===== src/sv/hashed_slot_task_mailbox_unit_macros.svh =====
// Assertion macros for the hashed slot task mailbox unit.
`ifndef HASHED_SLOT_TASK_MAILBOX_UNIT_MACROS_SVH
`define HASHED_SLOT_TASK_MAILBOX_UNIT_MACROS_SVH
`ifndef NO_ASSERTIONS
// Check that cons holds in the same cycle as ante.
`define HSMU_ASSERT_SAME(lbl, ante, cons, msg) \
	lbl: assert property (@(posedge clk) disable iff (!arst_n) (ante) |-> (cons)) \
		else $error(msg);
// Check that cons holds in the cycle after ante.
`define HSMU_ASSERT_NEXT(lbl, ante, cons, msg) \
	lbl: assert property (@(posedge clk) disable iff (!arst_n) (ante) |=> (cons)) \
		else $error(msg);
`else
`define HSMU_ASSERT_SAME(lbl, ante, cons, msg)
`define HSMU_ASSERT_NEXT(lbl, ante, cons, msg)
`endif
`endif


===== src/sv/hsm_pkg.sv =====
// Shared types and constants of the hashed slot task mailbox unit.
package hsm_pkg;

	// Fixed field widths
	localparam int FUNC_BITS       = 2;
	localparam int ID_BITS         = 64;
	localparam int TASK_BITS       = 32;
	localparam int OUTCOME_BITS    = 2;
	localparam int STATUS_BITS     = 4;
	localparam int SLOT_OUT_BITS   = 4;
	localparam int OUT_HANDLE_BITS = 32;

	// Hash multiplier, low half of the id is multiplied by it
	localparam int MULT_BITS = 32;
	localparam logic [MULT_BITS-1:0] HASH_MULT = 32'd2654435769;
	localparam int HASH_MAX_BITS = 8;

	// Command queue between front and back
	localparam int QUEUE_DEPTH = 2;
	localparam int QPTR_BITS   = $clog2(QUEUE_DEPTH);
	localparam int QCNT_BITS   = $clog2(QUEUE_DEPTH + 1);
	localparam logic [QCNT_BITS-1:0] QUEUE_FULL = QCNT_BITS'(QUEUE_DEPTH);

	localparam logic [OUTCOME_BITS-1:0] OUTCOME_TERMINATED = 2'd0;

	typedef enum logic [FUNC_BITS-1:0] {
		FUNC_SUBMIT  = 2'd0,
		FUNC_STEP    = 2'd1,
		FUNC_OUTCOME = 2'd2,
		FUNC_NONE    = 2'd3
	} func_t;

	typedef enum logic [1:0] {
		OP_SUBMIT  = 2'd0,
		OP_BAD_ID  = 2'd1,
		OP_STEP    = 2'd2,
		OP_OUTCOME = 2'd3
	} op_t;

	typedef enum logic [STATUS_BITS-1:0] {
		STAT_STORED     = 4'd0,
		STAT_FULL       = 4'd1,
		STAT_BAD_ID     = 4'd2,
		STAT_DISPATCHED = 4'd3,
		STAT_HARVESTED  = 4'd4,
		STAT_SKIPPED    = 4'd5,
		STAT_RETIRED    = 4'd6,
		STAT_KEPT       = 4'd7,
		STAT_NO_CURRENT = 4'd8
	} status_t;

	// Classified command as it travels through the queue
	typedef struct packed {
		op_t                      op;
		logic [HASH_MAX_BITS-1:0] slot;
		logic [TASK_BITS-1:0]     handle;
		logic                     terminate;
	} cmd_t;

endpackage


===== src/sv/hsm_ram.sv =====
// Generic single-write, single-read RAM with registered read data.
module hsm_ram #(
	parameter int WIDTH = 32,
	parameter int DEPTH = 16,
	localparam int AW = $clog2(DEPTH)
) (
	input  logic             clk,
	input  logic             we,
	input  logic [AW-1:0]    waddr,
	input  logic [WIDTH-1:0] wdata,
	input  logic [AW-1:0]    raddr,
	output logic [WIDTH-1:0] rdata
);

	logic [WIDTH-1:0] mem_q [DEPTH];
	logic [WIDTH-1:0] rdata_q;

	// Write one entry, read one entry into the output register
	always_ff @(posedge clk) begin
		if (we) begin
			mem_q[waddr] <= wdata;
		end
		rdata_q <= mem_q[raddr];
	end

	assign rdata = rdata_q;

endmodule


===== src/sv/hsm_front.sv =====
// Front end: decodes the transaction, checks the id and hashes it.
module hsm_front #(
	parameter int HASH_BITS = 4
) (
	input  logic                              clk,
	input  logic                              arst_n,
	input  logic                              take,
	input  logic [hsm_pkg::FUNC_BITS-1:0]     func,
	input  logic [hsm_pkg::ID_BITS-1:0]       requester_id,
	input  logic [hsm_pkg::TASK_BITS-1:0]     task_handle,
	input  logic [hsm_pkg::OUTCOME_BITS-1:0]  run_outcome,
	output logic                              pending,
	output logic                              push,
	output hsm_pkg::cmd_t                     push_cmd
);

	localparam int MB = hsm_pkg::MULT_BITS;

	hsm_pkg::op_t                    op_c;
	logic [2*MB-1:0]                 prod_c;
	logic [HASH_BITS-1:0]            cross_c;

	logic                            valid_s1;
	hsm_pkg::op_t                    op_s1;
	logic [HASH_BITS-1:0]            prod_s1;
	logic [HASH_BITS-1:0]            cross_s1;
	logic [hsm_pkg::TASK_BITS-1:0]   handle_s1;
	logic                            term_s1;

	// Classify the transaction
	always_comb begin
		unique case (hsm_pkg::func_t'(func))
			hsm_pkg::FUNC_SUBMIT: begin
				op_c = (requester_id[hsm_pkg::ID_BITS-1:1] == '0) ? hsm_pkg::OP_BAD_ID
					: hsm_pkg::OP_SUBMIT;
			end
			hsm_pkg::FUNC_STEP:    op_c = hsm_pkg::OP_STEP;
			hsm_pkg::FUNC_OUTCOME: op_c = hsm_pkg::OP_OUTCOME;
			default:               op_c = hsm_pkg::OP_STEP;
		endcase
	end

	// Split the 64-bit product: low word times multiplier, plus the carry-free cross term
	assign prod_c  = (2*MB)'(requester_id[MB-1:0]) * (2*MB)'(hsm_pkg::HASH_MULT);
	assign cross_c = HASH_BITS'(requester_id[MB +: HASH_BITS]
		* hsm_pkg::HASH_MULT[HASH_BITS-1:0]);

	// Track an accepted transaction; drop unused function codes here
	always_ff @(posedge clk or negedge arst_n) begin
		if (!arst_n) begin
			valid_s1 <= 1'b0;
		end else begin
			valid_s1 <= take && (hsm_pkg::func_t'(func) != hsm_pkg::FUNC_NONE);
		end
	end

	// Hold the products and payload
	always_ff @(posedge clk) begin
		if (take) begin
			op_s1     <= op_c;
			prod_s1   <= prod_c[MB +: HASH_BITS];
			cross_s1  <= cross_c;
			handle_s1 <= task_handle;
			term_s1   <= (run_outcome == hsm_pkg::OUTCOME_TERMINATED);
		end
	end

	// Finish the hash and hand the command to the queue
	always_comb begin
		push_cmd.op        = op_s1;
		push_cmd.slot      = hsm_pkg::HASH_MAX_BITS'(HASH_BITS'(prod_s1 + cross_s1));
		push_cmd.handle    = handle_s1;
		push_cmd.terminate = term_s1;
	end

	assign push    = valid_s1;
	assign pending = valid_s1;

endmodule


===== src/sv/hsm_queue.sv =====
// Short command queue between the front and back ends.
module hsm_queue (
	input  logic                            clk,
	input  logic                            arst_n,
	input  logic                            push,
	input  hsm_pkg::cmd_t                   push_cmd,
	input  logic                            pop,
	output logic                            valid,
	output hsm_pkg::cmd_t                   head,
	output logic [hsm_pkg::QCNT_BITS-1:0]   count
);

	hsm_pkg::cmd_t                    entries_q [hsm_pkg::QUEUE_DEPTH];
	logic [hsm_pkg::QPTR_BITS-1:0]    wr_q;
	logic [hsm_pkg::QPTR_BITS-1:0]    rd_q;
	logic [hsm_pkg::QCNT_BITS-1:0]    count_q;

	// Advance pointers and fill count
	always_ff @(posedge clk or negedge arst_n) begin
		if (!arst_n) begin
			wr_q    <= '0;
			rd_q    <= '0;
			count_q <= '0;
		end else begin
			if (push) begin
				wr_q <= wr_q + 1'b1;
			end
			if (pop) begin
				rd_q <= rd_q + 1'b1;
			end
			count_q <= count_q + hsm_pkg::QCNT_BITS'(push) - hsm_pkg::QCNT_BITS'(pop);
		end
	end

	// Store the pushed command
	always_ff @(posedge clk) begin
		if (push) begin
			entries_q[wr_q] <= push_cmd;
		end
	end

	assign valid = (count_q != '0);
	assign head  = entries_q[rd_q];
	assign count = count_q;

endmodule


===== src/sv/hsm_back.sv =====
// Back end: slot table, scan pointer, current task and result register.
module hsm_back #(
	parameter int HASH_BITS   = 4,
	parameter int HANDLE_BITS = 32
) (
	input  logic                                  clk,
	input  logic                                  arst_n,
	input  logic                                  q_valid,
	input  hsm_pkg::cmd_t                         q_cmd,
	output logic                                  q_pop,
	output logic                                  done,
	output logic [hsm_pkg::STATUS_BITS-1:0]       status,
	output logic [hsm_pkg::SLOT_OUT_BITS-1:0]     slot_index,
	output logic [hsm_pkg::OUT_HANDLE_BITS-1:0]   handle_out
);

	localparam int TS = 2 ** HASH_BITS;

	typedef enum logic [1:0] {
		BK_EXEC = 2'b01,
		BK_HARV = 2'b10
	} state_t;

	state_t                                state_q, state_d;
	logic [TS-1:0]                         ready_q, ready_d;
	logic [HASH_BITS-1:0]                  scan_q, scan_d;
	logic                                  cur_valid_q, cur_valid_d;
	logic [HANDLE_BITS-1:0]                cur_task_q;
	logic                                  load_task;

	logic [TS-1:0]                         free_c, hi_free_c;
	logic [HASH_BITS-1:0]                  hash_c, lo_idx_c, hi_idx_c, pick_c;
	logic                                  found_c;

	logic                                  we_c;
	logic [HANDLE_BITS-1:0]                rdata;

	logic                                  done_d;
	hsm_pkg::status_t                      status_d;
	logic [HASH_BITS-1:0]                  slot_d;
	logic [HANDLE_BITS-1:0]                hout_d;

	logic                                  done_q;
	hsm_pkg::status_t                      status_q;
	logic [hsm_pkg::SLOT_OUT_BITS-1:0]     slot_q;
	logic [hsm_pkg::OUT_HANDLE_BITS-1:0]   hout_q;

	// Find the first free slot at or after the hash, wrapping to the bottom
	always_comb begin
		hash_c   = HASH_BITS'(q_cmd.slot);
		free_c   = ~ready_q;
		lo_idx_c = '0;
		hi_idx_c = '0;
		for (int i = 0; i < TS; i++) begin
			hi_free_c[i] = free_c[i] && (HASH_BITS'(i) >= hash_c);
		end
		for (int i = TS - 1; i >= 0; i--) begin
			if (free_c[i]) begin
				lo_idx_c = HASH_BITS'(i);
			end
			if (hi_free_c[i]) begin
				hi_idx_c = HASH_BITS'(i);
			end
		end
		pick_c  = (|hi_free_c) ? hi_idx_c : lo_idx_c;
		found_c = |free_c;
	end

	// Execute the head command
	always_comb begin
		state_d     = state_q;
		ready_d     = ready_q;
		scan_d      = scan_q;
		cur_valid_d = cur_valid_q;
		load_task   = 1'b0;
		q_pop       = 1'b0;
		we_c        = 1'b0;
		done_d      = 1'b0;
		status_d    = hsm_pkg::STAT_STORED;
		slot_d      = '0;
		hout_d      = '0;
		unique case (state_q)
			BK_EXEC: begin
				if (q_valid) begin
					q_pop  = 1'b1;
					done_d = 1'b1;
					unique case (q_cmd.op)
						hsm_pkg::OP_SUBMIT: begin
							if (found_c) begin
								we_c            = 1'b1;
								ready_d[pick_c] = 1'b1;
								status_d        = hsm_pkg::STAT_STORED;
								slot_d          = pick_c;
							end else begin
								status_d = hsm_pkg::STAT_FULL;
							end
						end
						hsm_pkg::OP_BAD_ID: begin
							status_d = hsm_pkg::STAT_BAD_ID;
						end
						hsm_pkg::OP_STEP: begin
							if (cur_valid_q) begin
								status_d = hsm_pkg::STAT_DISPATCHED;
								hout_d   = cur_task_q;
							end else if (ready_q[scan_q]) begin
								// wait in BK_HARV for the registered slot read
								done_d  = 1'b0;
								state_d = BK_HARV;
							end else begin
								scan_d   = scan_q + 1'b1;
								status_d = hsm_pkg::STAT_SKIPPED;
								slot_d   = scan_q;
							end
						end
						hsm_pkg::OP_OUTCOME: begin
							if (!cur_valid_q) begin
								status_d = hsm_pkg::STAT_NO_CURRENT;
							end else if (q_cmd.terminate) begin
								cur_valid_d = 1'b0;
								status_d    = hsm_pkg::STAT_RETIRED;
								hout_d      = cur_task_q;
							end else begin
								status_d = hsm_pkg::STAT_KEPT;
							end
						end
						default: begin
							status_d = hsm_pkg::STAT_STORED;
						end
					endcase
				end
			end
			BK_HARV: begin
				state_d         = BK_EXEC;
				cur_valid_d     = 1'b1;
				load_task       = 1'b1;
				ready_d[scan_q] = 1'b0;
				done_d          = 1'b1;
				status_d        = hsm_pkg::STAT_HARVESTED;
				slot_d          = scan_q;
				hout_d          = rdata;
			end
			default: begin
				state_d = BK_EXEC;
			end
		endcase
	end

	// Task handle store, read at the scan pointer every cycle
	hsm_ram #(
		.WIDTH (HANDLE_BITS),
		.DEPTH (TS)
	) u_slot_ram (
		.clk   (clk),
		.we    (we_c),
		.waddr (pick_c),
		.wdata (HANDLE_BITS'(q_cmd.handle)),
		.raddr (scan_q),
		.rdata (rdata)
	);

	// Control state
	always_ff @(posedge clk or negedge arst_n) begin
		if (!arst_n) begin
			state_q     <= BK_EXEC;
			ready_q     <= '0;
			scan_q      <= '0;
			cur_valid_q <= 1'b0;
			done_q      <= 1'b0;
		end else begin
			state_q     <= state_d;
			ready_q     <= ready_d;
			scan_q      <= scan_d;
			cur_valid_q <= cur_valid_d;
			done_q      <= done_d;
		end
	end

	// Current task and result payload
	always_ff @(posedge clk) begin
		if (load_task) begin
			cur_task_q <= rdata;
		end
		status_q <= status_d;
		slot_q   <= hsm_pkg::SLOT_OUT_BITS'(slot_d);
		hout_q   <= hsm_pkg::OUT_HANDLE_BITS'(hout_d);
	end

	assign done       = done_q;
	assign status     = status_q;
	assign slot_index = slot_q;
	assign handle_out = hout_q;

endmodule


===== src/sv/hashed_slot_task_mailbox_unit.sv =====
// Top level of the hashed slot task mailbox unit.
// A transaction is taken on start while busy is low. The front end decodes it and
// hashes the requester id in one registered multiply stage, then writes a command
// into a two-entry queue; the back end executes one command per cycle against the
// slot table unless a harvest holds it. Each submit, step or outcome transaction
// produces one result, shown for one cycle with done, after the hash stage
// register, the queue and the result register; a step that harvests a slot waits
// in a harvest state for the slot memory read and delays the commands behind it,
// and function code 3 produces no result. Results come out in order and must be
// taken when shown. Sustained rate is one transaction per cycle while no harvest
// holds the back end; busy rises when the hash stage and the queue, less a command
// leaving the queue this cycle, together hold as many commands as it has entries.
`include "hashed_slot_task_mailbox_unit_macros.svh"
module hashed_slot_task_mailbox_unit #(
	parameter int HASH_BITS   = 4,
	parameter int HANDLE_BITS = 32
) (
	input  logic                                  clk,
	input  logic                                  arst_n,
	input  logic                                  start,
	output logic                                  busy,
	input  logic [hsm_pkg::FUNC_BITS-1:0]         func,
	input  logic [hsm_pkg::ID_BITS-1:0]           requester_id,
	input  logic [hsm_pkg::TASK_BITS-1:0]         task_handle,
	input  logic [hsm_pkg::OUTCOME_BITS-1:0]      run_outcome,
	output logic                                  done,
	output logic [hsm_pkg::STATUS_BITS-1:0]       status,
	output logic [hsm_pkg::SLOT_OUT_BITS-1:0]     slot_index,
	output logic [hsm_pkg::OUT_HANDLE_BITS-1:0]   handle_out
);

	logic                               take;
	logic                               pending;
	logic                               q_push;
	hsm_pkg::cmd_t                      push_cmd;
	logic                               q_pop;
	logic                               q_valid;
	hsm_pkg::cmd_t                      q_head;
	logic [hsm_pkg::QCNT_BITS-1:0]      q_count;
	logic                               no_handle_c;

	// Hold off new transactions when the queue could overflow
	assign busy = (int'(q_count) + int'(pending) - int'(q_pop)) >= hsm_pkg::QUEUE_DEPTH;
	assign take = start && !busy;

	hsm_front #(
		.HASH_BITS (HASH_BITS)
	) u_front (
		.clk          (clk),
		.arst_n       (arst_n),
		.take         (take),
		.func         (func),
		.requester_id (requester_id),
		.task_handle  (task_handle),
		.run_outcome  (run_outcome),
		.pending      (pending),
		.push         (q_push),
		.push_cmd     (push_cmd)
	);

	hsm_queue u_queue (
		.clk      (clk),
		.arst_n   (arst_n),
		.push     (q_push),
		.push_cmd (push_cmd),
		.pop      (q_pop),
		.valid    (q_valid),
		.head     (q_head),
		.count    (q_count)
	);

	hsm_back #(
		.HASH_BITS   (HASH_BITS),
		.HANDLE_BITS (HANDLE_BITS)
	) u_back (
		.clk        (clk),
		.arst_n     (arst_n),
		.q_valid    (q_valid),
		.q_cmd      (q_head),
		.q_pop      (q_pop),
		.done       (done),
		.status     (status),
		.slot_index (slot_index),
		.handle_out (handle_out)
	);

	// Flag result codes that carry no handle
	assign no_handle_c = (status == hsm_pkg::STAT_STORED) || (status == hsm_pkg::STAT_FULL)
		|| (status == hsm_pkg::STAT_BAD_ID) || (status == hsm_pkg::STAT_SKIPPED)
		|| (status == hsm_pkg::STAT_KEPT) || (status == hsm_pkg::STAT_NO_CURRENT);

	// Queue never overflows
	`HSMU_ASSERT_SAME(a_no_overflow, q_push && !q_pop, q_count != hsm_pkg::QUEUE_FULL, "queue overflow")
	// Pushed command is visible the next cycle
	`HSMU_ASSERT_NEXT(a_push_lands, q_push, q_count != '0, "pushed command lost")
	// Full queue with nothing leaving holds off new transactions
	`HSMU_ASSERT_SAME(a_full_busy, (q_count == hsm_pkg::QUEUE_FULL) && !q_pop, busy, "busy low")
	// Results that carry no handle show zero
	`HSMU_ASSERT_SAME(a_handle_zero, done && no_handle_c, handle_out == '0, "stray handle on result")

endmodule

===== config.mk =====
export PLATFORM = sky130hd
export DESIGN_NAME = hashed_slot_task_mailbox_unit
export DESIGN_NICKNAME = d
export VERILOG_FILES = /design/src/sv/hsm_pkg.sv /design/src/sv/hsm_ram.sv /design/src/sv/hsm_front.sv /design/src/sv/hsm_queue.sv /design/src/sv/hsm_back.sv /design/src/sv/hashed_slot_task_mailbox_unit.sv
export VERILOG_INCLUDE_DIRS = /design/src /design/src/sv
export SDC_FILE = /design/constraint.sdc
export NUM_CORES = 2
export LEC_CHECK = 0
export BUFFER_PORTS_ARGS = -buffer_cell sky130_fd_sc_hd__buf_2
export CAP_MARGIN = 20
export CORE_MARGIN = 2
export CORE_UTILIZATION = 60
export DETAILED_ROUTE_END_ITERATION = 7
export PLACE_DENSITY_LB_ADDON = 0.1
export REMOVE_ABC_BUFFERS = 1
export SLEW_MARGIN = 5
export SYNTH_ARGS = -nofsm -noshare
export SYNTH_HDL_FRONTEND = slang
export SYNTH_SLANG_ARGS = --single-unit

===== constraint.sdc =====
create_clock -name clk -period 13.7 [get_ports clk]
set_input_delay 1.37 -clock clk [delete_from_list [all_inputs] [get_ports clk]]
set_output_delay 1.37 -clock clk [all_outputs]
set_load 0.01 [all_outputs]

Word level (Yosys, flattened, before mapping) --
Memory sizes are Yosys's and may differ from the RTL's. A register that Yosys moved wholly into a read port is not among the register bits. Cells that the tools add are included.
Cells by class: $add $sub $neg 8, multiply operators 2, magnitude comparators 21, eq/ne operators 14, multiplexer cells 91, bitwise gates (word level) 6, reduce and logical (&&, ||, !) cells 33
Operators by type and width (number):
- $mux W4 | 40
- $mux W32 | 4
- $pmux W32 S2 | 2
- $logic_not A63 Y1 | 1
- $mux W16 | 3
- $mul A32 B32 Y36 const B | 1
- $ge A4 B4 Y1 const A | 8
- $not A16 Y16 | 2
- $pmux W16 S2 | 1
- $reduce_or A16 Y1 | 2
- $mux W1 | 25
- $pmux W4 S2 | 3
- $logic_and A1 B1 Y1 | 20
- $and A16 B16 Y16 | 1
- $ge A3 B4 Y1 const A | 4
- $or A16 B16 Y16 | 1
- $pmux W4 S4 | 1
- $ne A2 B2 Y1 const B | 6
- $lt A4 B5 Y1 const B | 2
- $mux W2 | 5
- $demux W1 S4 | 2
- $eq A2 B2 Y1 const B | 4
- $ge A1 B4 Y1 const A | 2
- $ge A2 B4 Y1 const A | 2
- 23 further kinds | 33
Word-level totals: bits in registers 144, RAM bits 590, input port bits 103, output and inout bits 42, memories kept 2
Memory list:
- u_back.u_slot_ram.mem_q | depth 16, width 32, read ports 1, clocked after memory_dff 1, wr ports 1, RTL line hsm_ram.sv:15 | logic [WIDTH-1:0] mem_q [DEPTH];
- u_queue.entries_q | depth 2, width 39, read ports 1, clocked after memory_dff 0, wr ports 1, RTL line hsm_queue.sv:13 | hsm_pkg::cmd_t entries_q [hsm_pkg::QUEUE_DEPTH];

Depth between registers and ports, before layout --
An unclocked memory read counts as a cell.
depth after elaboration 29, depth in mapped cells 23, depth with buffers taken out 23

Cells and area by module --
Synthesis repeated with hierarchy kept, for this count alone.
Second synthesis, totals: cell total of the unflattened synthesis 2532, area, all modules 40661.5 µm²
By module, submodules not included:
- hsm_ram | times used 1, cells an instance 838, area an instance 19835.3 µm², seq. area each 16015.4 µm²
- hsm_front | times used 1, cells an instance 1155, area an instance 12913.6 µm², seq. area each 1316.3 µm²
- hsm_back | times used 1, cells an instance 377, area an instance 4289.1 µm², seq. area each 2363.5 µm²
- hsm_queue | times used 1, cells an instance 148, area an instance 3497.1 µm², seq. area each 2682.6 µm²
- hashed_slot_task_mailbox_unit | times used 1, cells an instance 14, area an instance 126.4 µm², seq. area each 0.0 µm²

Worst setup path before layout --
Ideal clock, no wire load.
path type input -> register, start in requester_id[6] in the netlist's numbering, end reg u_front.prod_s1[2] (data pin), data arrival time 6.951 ns, required time 13.442 ns, slack 6.491 ns, stages on the path 22, buffers on the path 0, path through inv_1 > fa_1 > inv_1 > fa_1 > fa_1 > inv_1 > fa_1 > inv_1 > fa_1 > inv_1 > fa_1 > inv_1 > fa_1 > fa_1 > ha_1 > a21o_1 > a221oi_1 > nor3b_1 > o41ai_1 > o211ai_1 > a31oi_1 > xnor2_1
Between the ends: longest elaborated chain between the ends 1
RTL lines:
- from (decl) | RTL line hashed_slot_task_mailbox_unit.sv:23 | input logic [hsm_pkg::ID_BITS-1:0] requester_id,
- $mul A32 B32 Y36 | RTL line hsm_front.sv:44 | assign prod_c = (2*MB)'(requester_id[MB-1:0]) * (2*MB)'(hsm_pkg::HASH_MULT);
- via u_front.prod_c[34] | RTL line hsm_front.sv:20 | logic [2*MB-1:0] prod_c;
- to (signal assigned) | RTL line hsm_front.sv:61 | prod_s1 <= prod_c[MB +: HASH_BITS];
- to (decl) | RTL line hsm_front.sv:25 | logic [HASH_BITS-1:0] prod_s1;
The timed path passes the listed nets, and every way through them passes these cells. A chain may end at the register's enable or synchronous reset.

Worst setup path after layout --
Ends and elaborated chain as after synthesis.

==> metrics.md <==
| Metric | Value |
|---|---|
| Status | finished, final reports clean |
| Die width | ~260 um |
| Reg2Reg Setup Slack | 9420 ps |
| Req. time, crit path | about 14000 ps |
| Largest family of logic cells by synthesized area | adder cells |
| Seq/Total Area, Yosys | between 50% and 60% |
| # nets final | roughly 3200 |
| I/O Buffers | approximately 140 |
| # IOs | about 150 |
| Multiplexer share of the synthesized area | roughly a tenth |
| Vias after detailed routing | ~21000 |
| Synth cell types | 78 |
| CP Cell Sequence | buf_2 > inv_1 > fa_1 > inv_1 > fa_1 > fa_1 > inv_1 > fa_1 > inv_1 > fa_1 > inv_1 > fa_1 > inv_1 > fa_1 > fa_1 > ha_1 > a21o_1 > a221oi_1 > nor3b_1 > o41ai_1 > o211ai_1 > a31oi_1 > xnor2_1 |
| EDFF count, synth | 665 |
| Post-CTS Hold Fix Bufs | 0 |
| Max_slew headroom | 28.7% |
| Synth Register Bits | 766 |
| Initial Util | 60.7% |
| Critical path class | in -> reg |
| Synth area leaders | edfxtp_1 50%, fa_1 15%, mux4_2 9.3%, ha_1 8.1%, inv_1 3.8% |
| Final setup TNS | 0 ps |
| Tmin final | about 7500 ps |
| Post-route cell area | ~0.044 mm2 |
| Share of cells above drive strength 1 | around a fifth |
| TritonCTS Buffers | 77 |
| Cell Rows | 94 |
| Mapped Area | ~0.04 mm2 |
| Syn_area_per_cell | 16.8 um2 |
| Worst Tran Pin Value | ~1100 ps |
| Clock root buffer | clkbuf_16 |
| Max-slew violations | 0 |
| Number of global-route vias before repair | around 23000 |
| Total Routing Usage GR | 29.5% |
| Worst-Skew Late Latency | 640 ps |
| Max-cap violations | 0 |
| CP Capture Type | flip-flop |
| Yosys warns | 0 |
| Final hold violation count | 0 |
| Delay-heaviest family, CP | adder cells |
| Avg Vias per Cell | roughly 6.0 |
| Post-route clock period utilization | 54.5% |
| DRC | 0 |
| Worst path slowest cell | fa_1 |
| Largest stage delay, worst path | about 540 ps |
| Crit-path max FO | 7 |
| Clock Sinks | around 770 |
| Filler Cells Inserted | approximately 4500 |
| GRT overflow | 0 |
| Final ANT Viol Nets | 0 |
| Cell mode on critical path | fa_1 |
| Area delta synth->final | 10.9% |
| Post-DP HPWL | 65400 um |
| Post-synthesis adder-cell area fraction | a little under a quarter |
| Cells after Synth | 2374 |
| Synth cell count leaders | 665 x edfxtp_1, 402 x inv_1, 295 x fa_1 |
| Startpoint Class | input pin |
| Die height | 262 um |
| HP Class | reg -> reg |
| Setup Buffers After CTS | 0 |
| DR WL/cell | between 20 and 30 um |
| First-pass GRT wire length | roughly 140000 um |
| Worst Clk Skew | 44.3 ps |
| Total core area | 0.0657 mm2 |
| Synth top area share | 50.1% |
| Die area | approximately 0.069 mm2 |
| Drt first pass iters | 5 |
| Synth Area in Simple Gates | roughly 2.4% |
| CTS tree | built |
| Worst-path clk slew | about 60 ps |
| H-Tree Depth | 3 |
| Maximum clock path buffer count | 3 |
| Post-synth ARST share | between 3 and 4% |
| Initial antenna violation count | 2 |
| Compound-Gate Fraction of Synth Area | ~3.1% |
| Top_reg_cell synth | edfxtp_1 |
| Largest area contributor in the synthesized netlist | edfxtp_1 |
| Largest net degree at the start of global routing | 50 |
| Critical path arrival | 7820 ps |
| Gp weighted congestion | approximately 1 |
| RSZ-0062 raised after global routing | false |
| DRT Wirelength | approximately 100000 um |
| Max Freq | between 100 and 150 MHz |
| Post-CTS Resized | 0 |
| Placed instance area | roughly 0.042 mm2 |
| Final setup fails | 0 |
| XOR/XNOR Fraction of Synth Area | roughly 1.1% |
| CP bufs+invs | 7 |
| DRT iter0 DRCs | 1978 |
| Most common cell in the netlist | edfxtp_1 |
layout by cell type (no fill, tap or decap), types with 21 or more instances in the layout:
| master | count |
|---|---|
| edfxtp_1 | 665 |
| inv_1 | 402 |
| fa_1 | 295 |
| ha_1 | 258 |
| mux4_2 | 165 |
| buf_2 | 144 |
| clkbuf_16 | 78 |
| dfxtp_1 | 72 |
| xnor2_1 | 42 |
| a22o_1 | 35 |
| mux2_2 | 34 |
| nand2_1 | 29 |
| buf_4 | 29 |
| nor2_1 | 28 |
| o21ai_0 | 28 |
| clkbuf_1 | 27 |
| dfrtp_1 | 23 |
| a21oi_1 | 21 |
path summary, 6_finish.rpt:
check	end	depth (start not counted)	from
worst max-delay path	u_front.prod_s1[2]	23	requester_id[6]
worst min-delay path	u_queue.entries_q[0][3]	0	u_front.handle_s1[2]
worst max register to register	u_back.u_slot_ram.mem_q[8][20]	8	u_queue.rd_q
worst min register to register	u_queue.entries_q[0][3]	0	u_front.handle_s1[2]
max in group asynchronous	u_back.scan_q[1]	1	arst_n
min in group asynchronous	u_back.ready_q[7]	1	arst_n
sequential cells by signal, summed over array words and instances, names as in the netlist, 4 cells and up:
name / cells
u_back.u_slot_ram.mem_q: 512
u_queue.entries_q: 78
u_back.cur_task_q: 32
u_back.handle_out: 32
u_back.u_slot_ram.rdata: 32
u_front.handle_s1: 32
u_back.ready_q: 16
u_back.scan_q: 4
u_back.slot_index: 4
u_back.status: 4
u_front.cross_s1: 4
u_front.prod_s1: 4
area by class of cell:
type | instances | area, um2 | area share [%]
flip-flops and latches | 766 | 22100 | 50.1
multi-input cells | 1145 | 16100 | 36.4
clock buffers | 110 | 2120 | 4.80
inverters | 402 | 1510 | 3.41
well taps | 864 | 1080 | 2.44
repair buffers | 173 | 938 | 2.12
clock inverters | 32 | 357 | 0.806
diodes | 2 | 5.00 | 0.0113
layer usage:
| metal | vias to the layer above | global-route usage, % | part of all wire (%) |
|---|---|---|---|
| met5 | - | 0 | 0 |
| met2 | 797 | 50.3 | 51 |
| met4 | 0 | 8.02 | 2.5 |
| li1 | 9028 | - | - |
| met3 | 107 | 3.99 | 6.5 |
| met1 | 11100 | 40.6 | 40 |
logic make-up after synthesis:
| family | count (synthesis) |
|---|---|
| AND/OR/NAND/NOR | 168 |
| XOR/XNOR | 50 |
| multiplexers | 208 |
| flip-flops | 766 |
| AO/OA/AOI/OAI | 165 |
| buffers and inverters | 463 |
| adder cells (fa/ha/maj) | 554 |
worst reg2reg max path, delay by kind of cell, from the launching register on:
kind            cells  cell delay, ps
simple gates        4             870
buf+inv             1             600
mux                 1             410
compound gates      2            1110
flops               1             840
metrics by stage:
stage / setup WS [ps] / cells / hold slack, ps / utilization (%)
after floorplan: 6310 / 2313 / 409 / -
after global placement: 5670 / 3350 / 414 / 63.5
after detailed placement: 5620 / 3350 / 421 / 63.5
after CTS: 6260 / 3492 / 418 / 67.3
after global routing: 6040 / 3494 / 438 / 67.3
final: 6230 / 3494 / 424 / 67.3
Power is left out: the tool's default activity adds up to more than one toggle a clock period on the data nets, which glitch-free logic cannot reach.
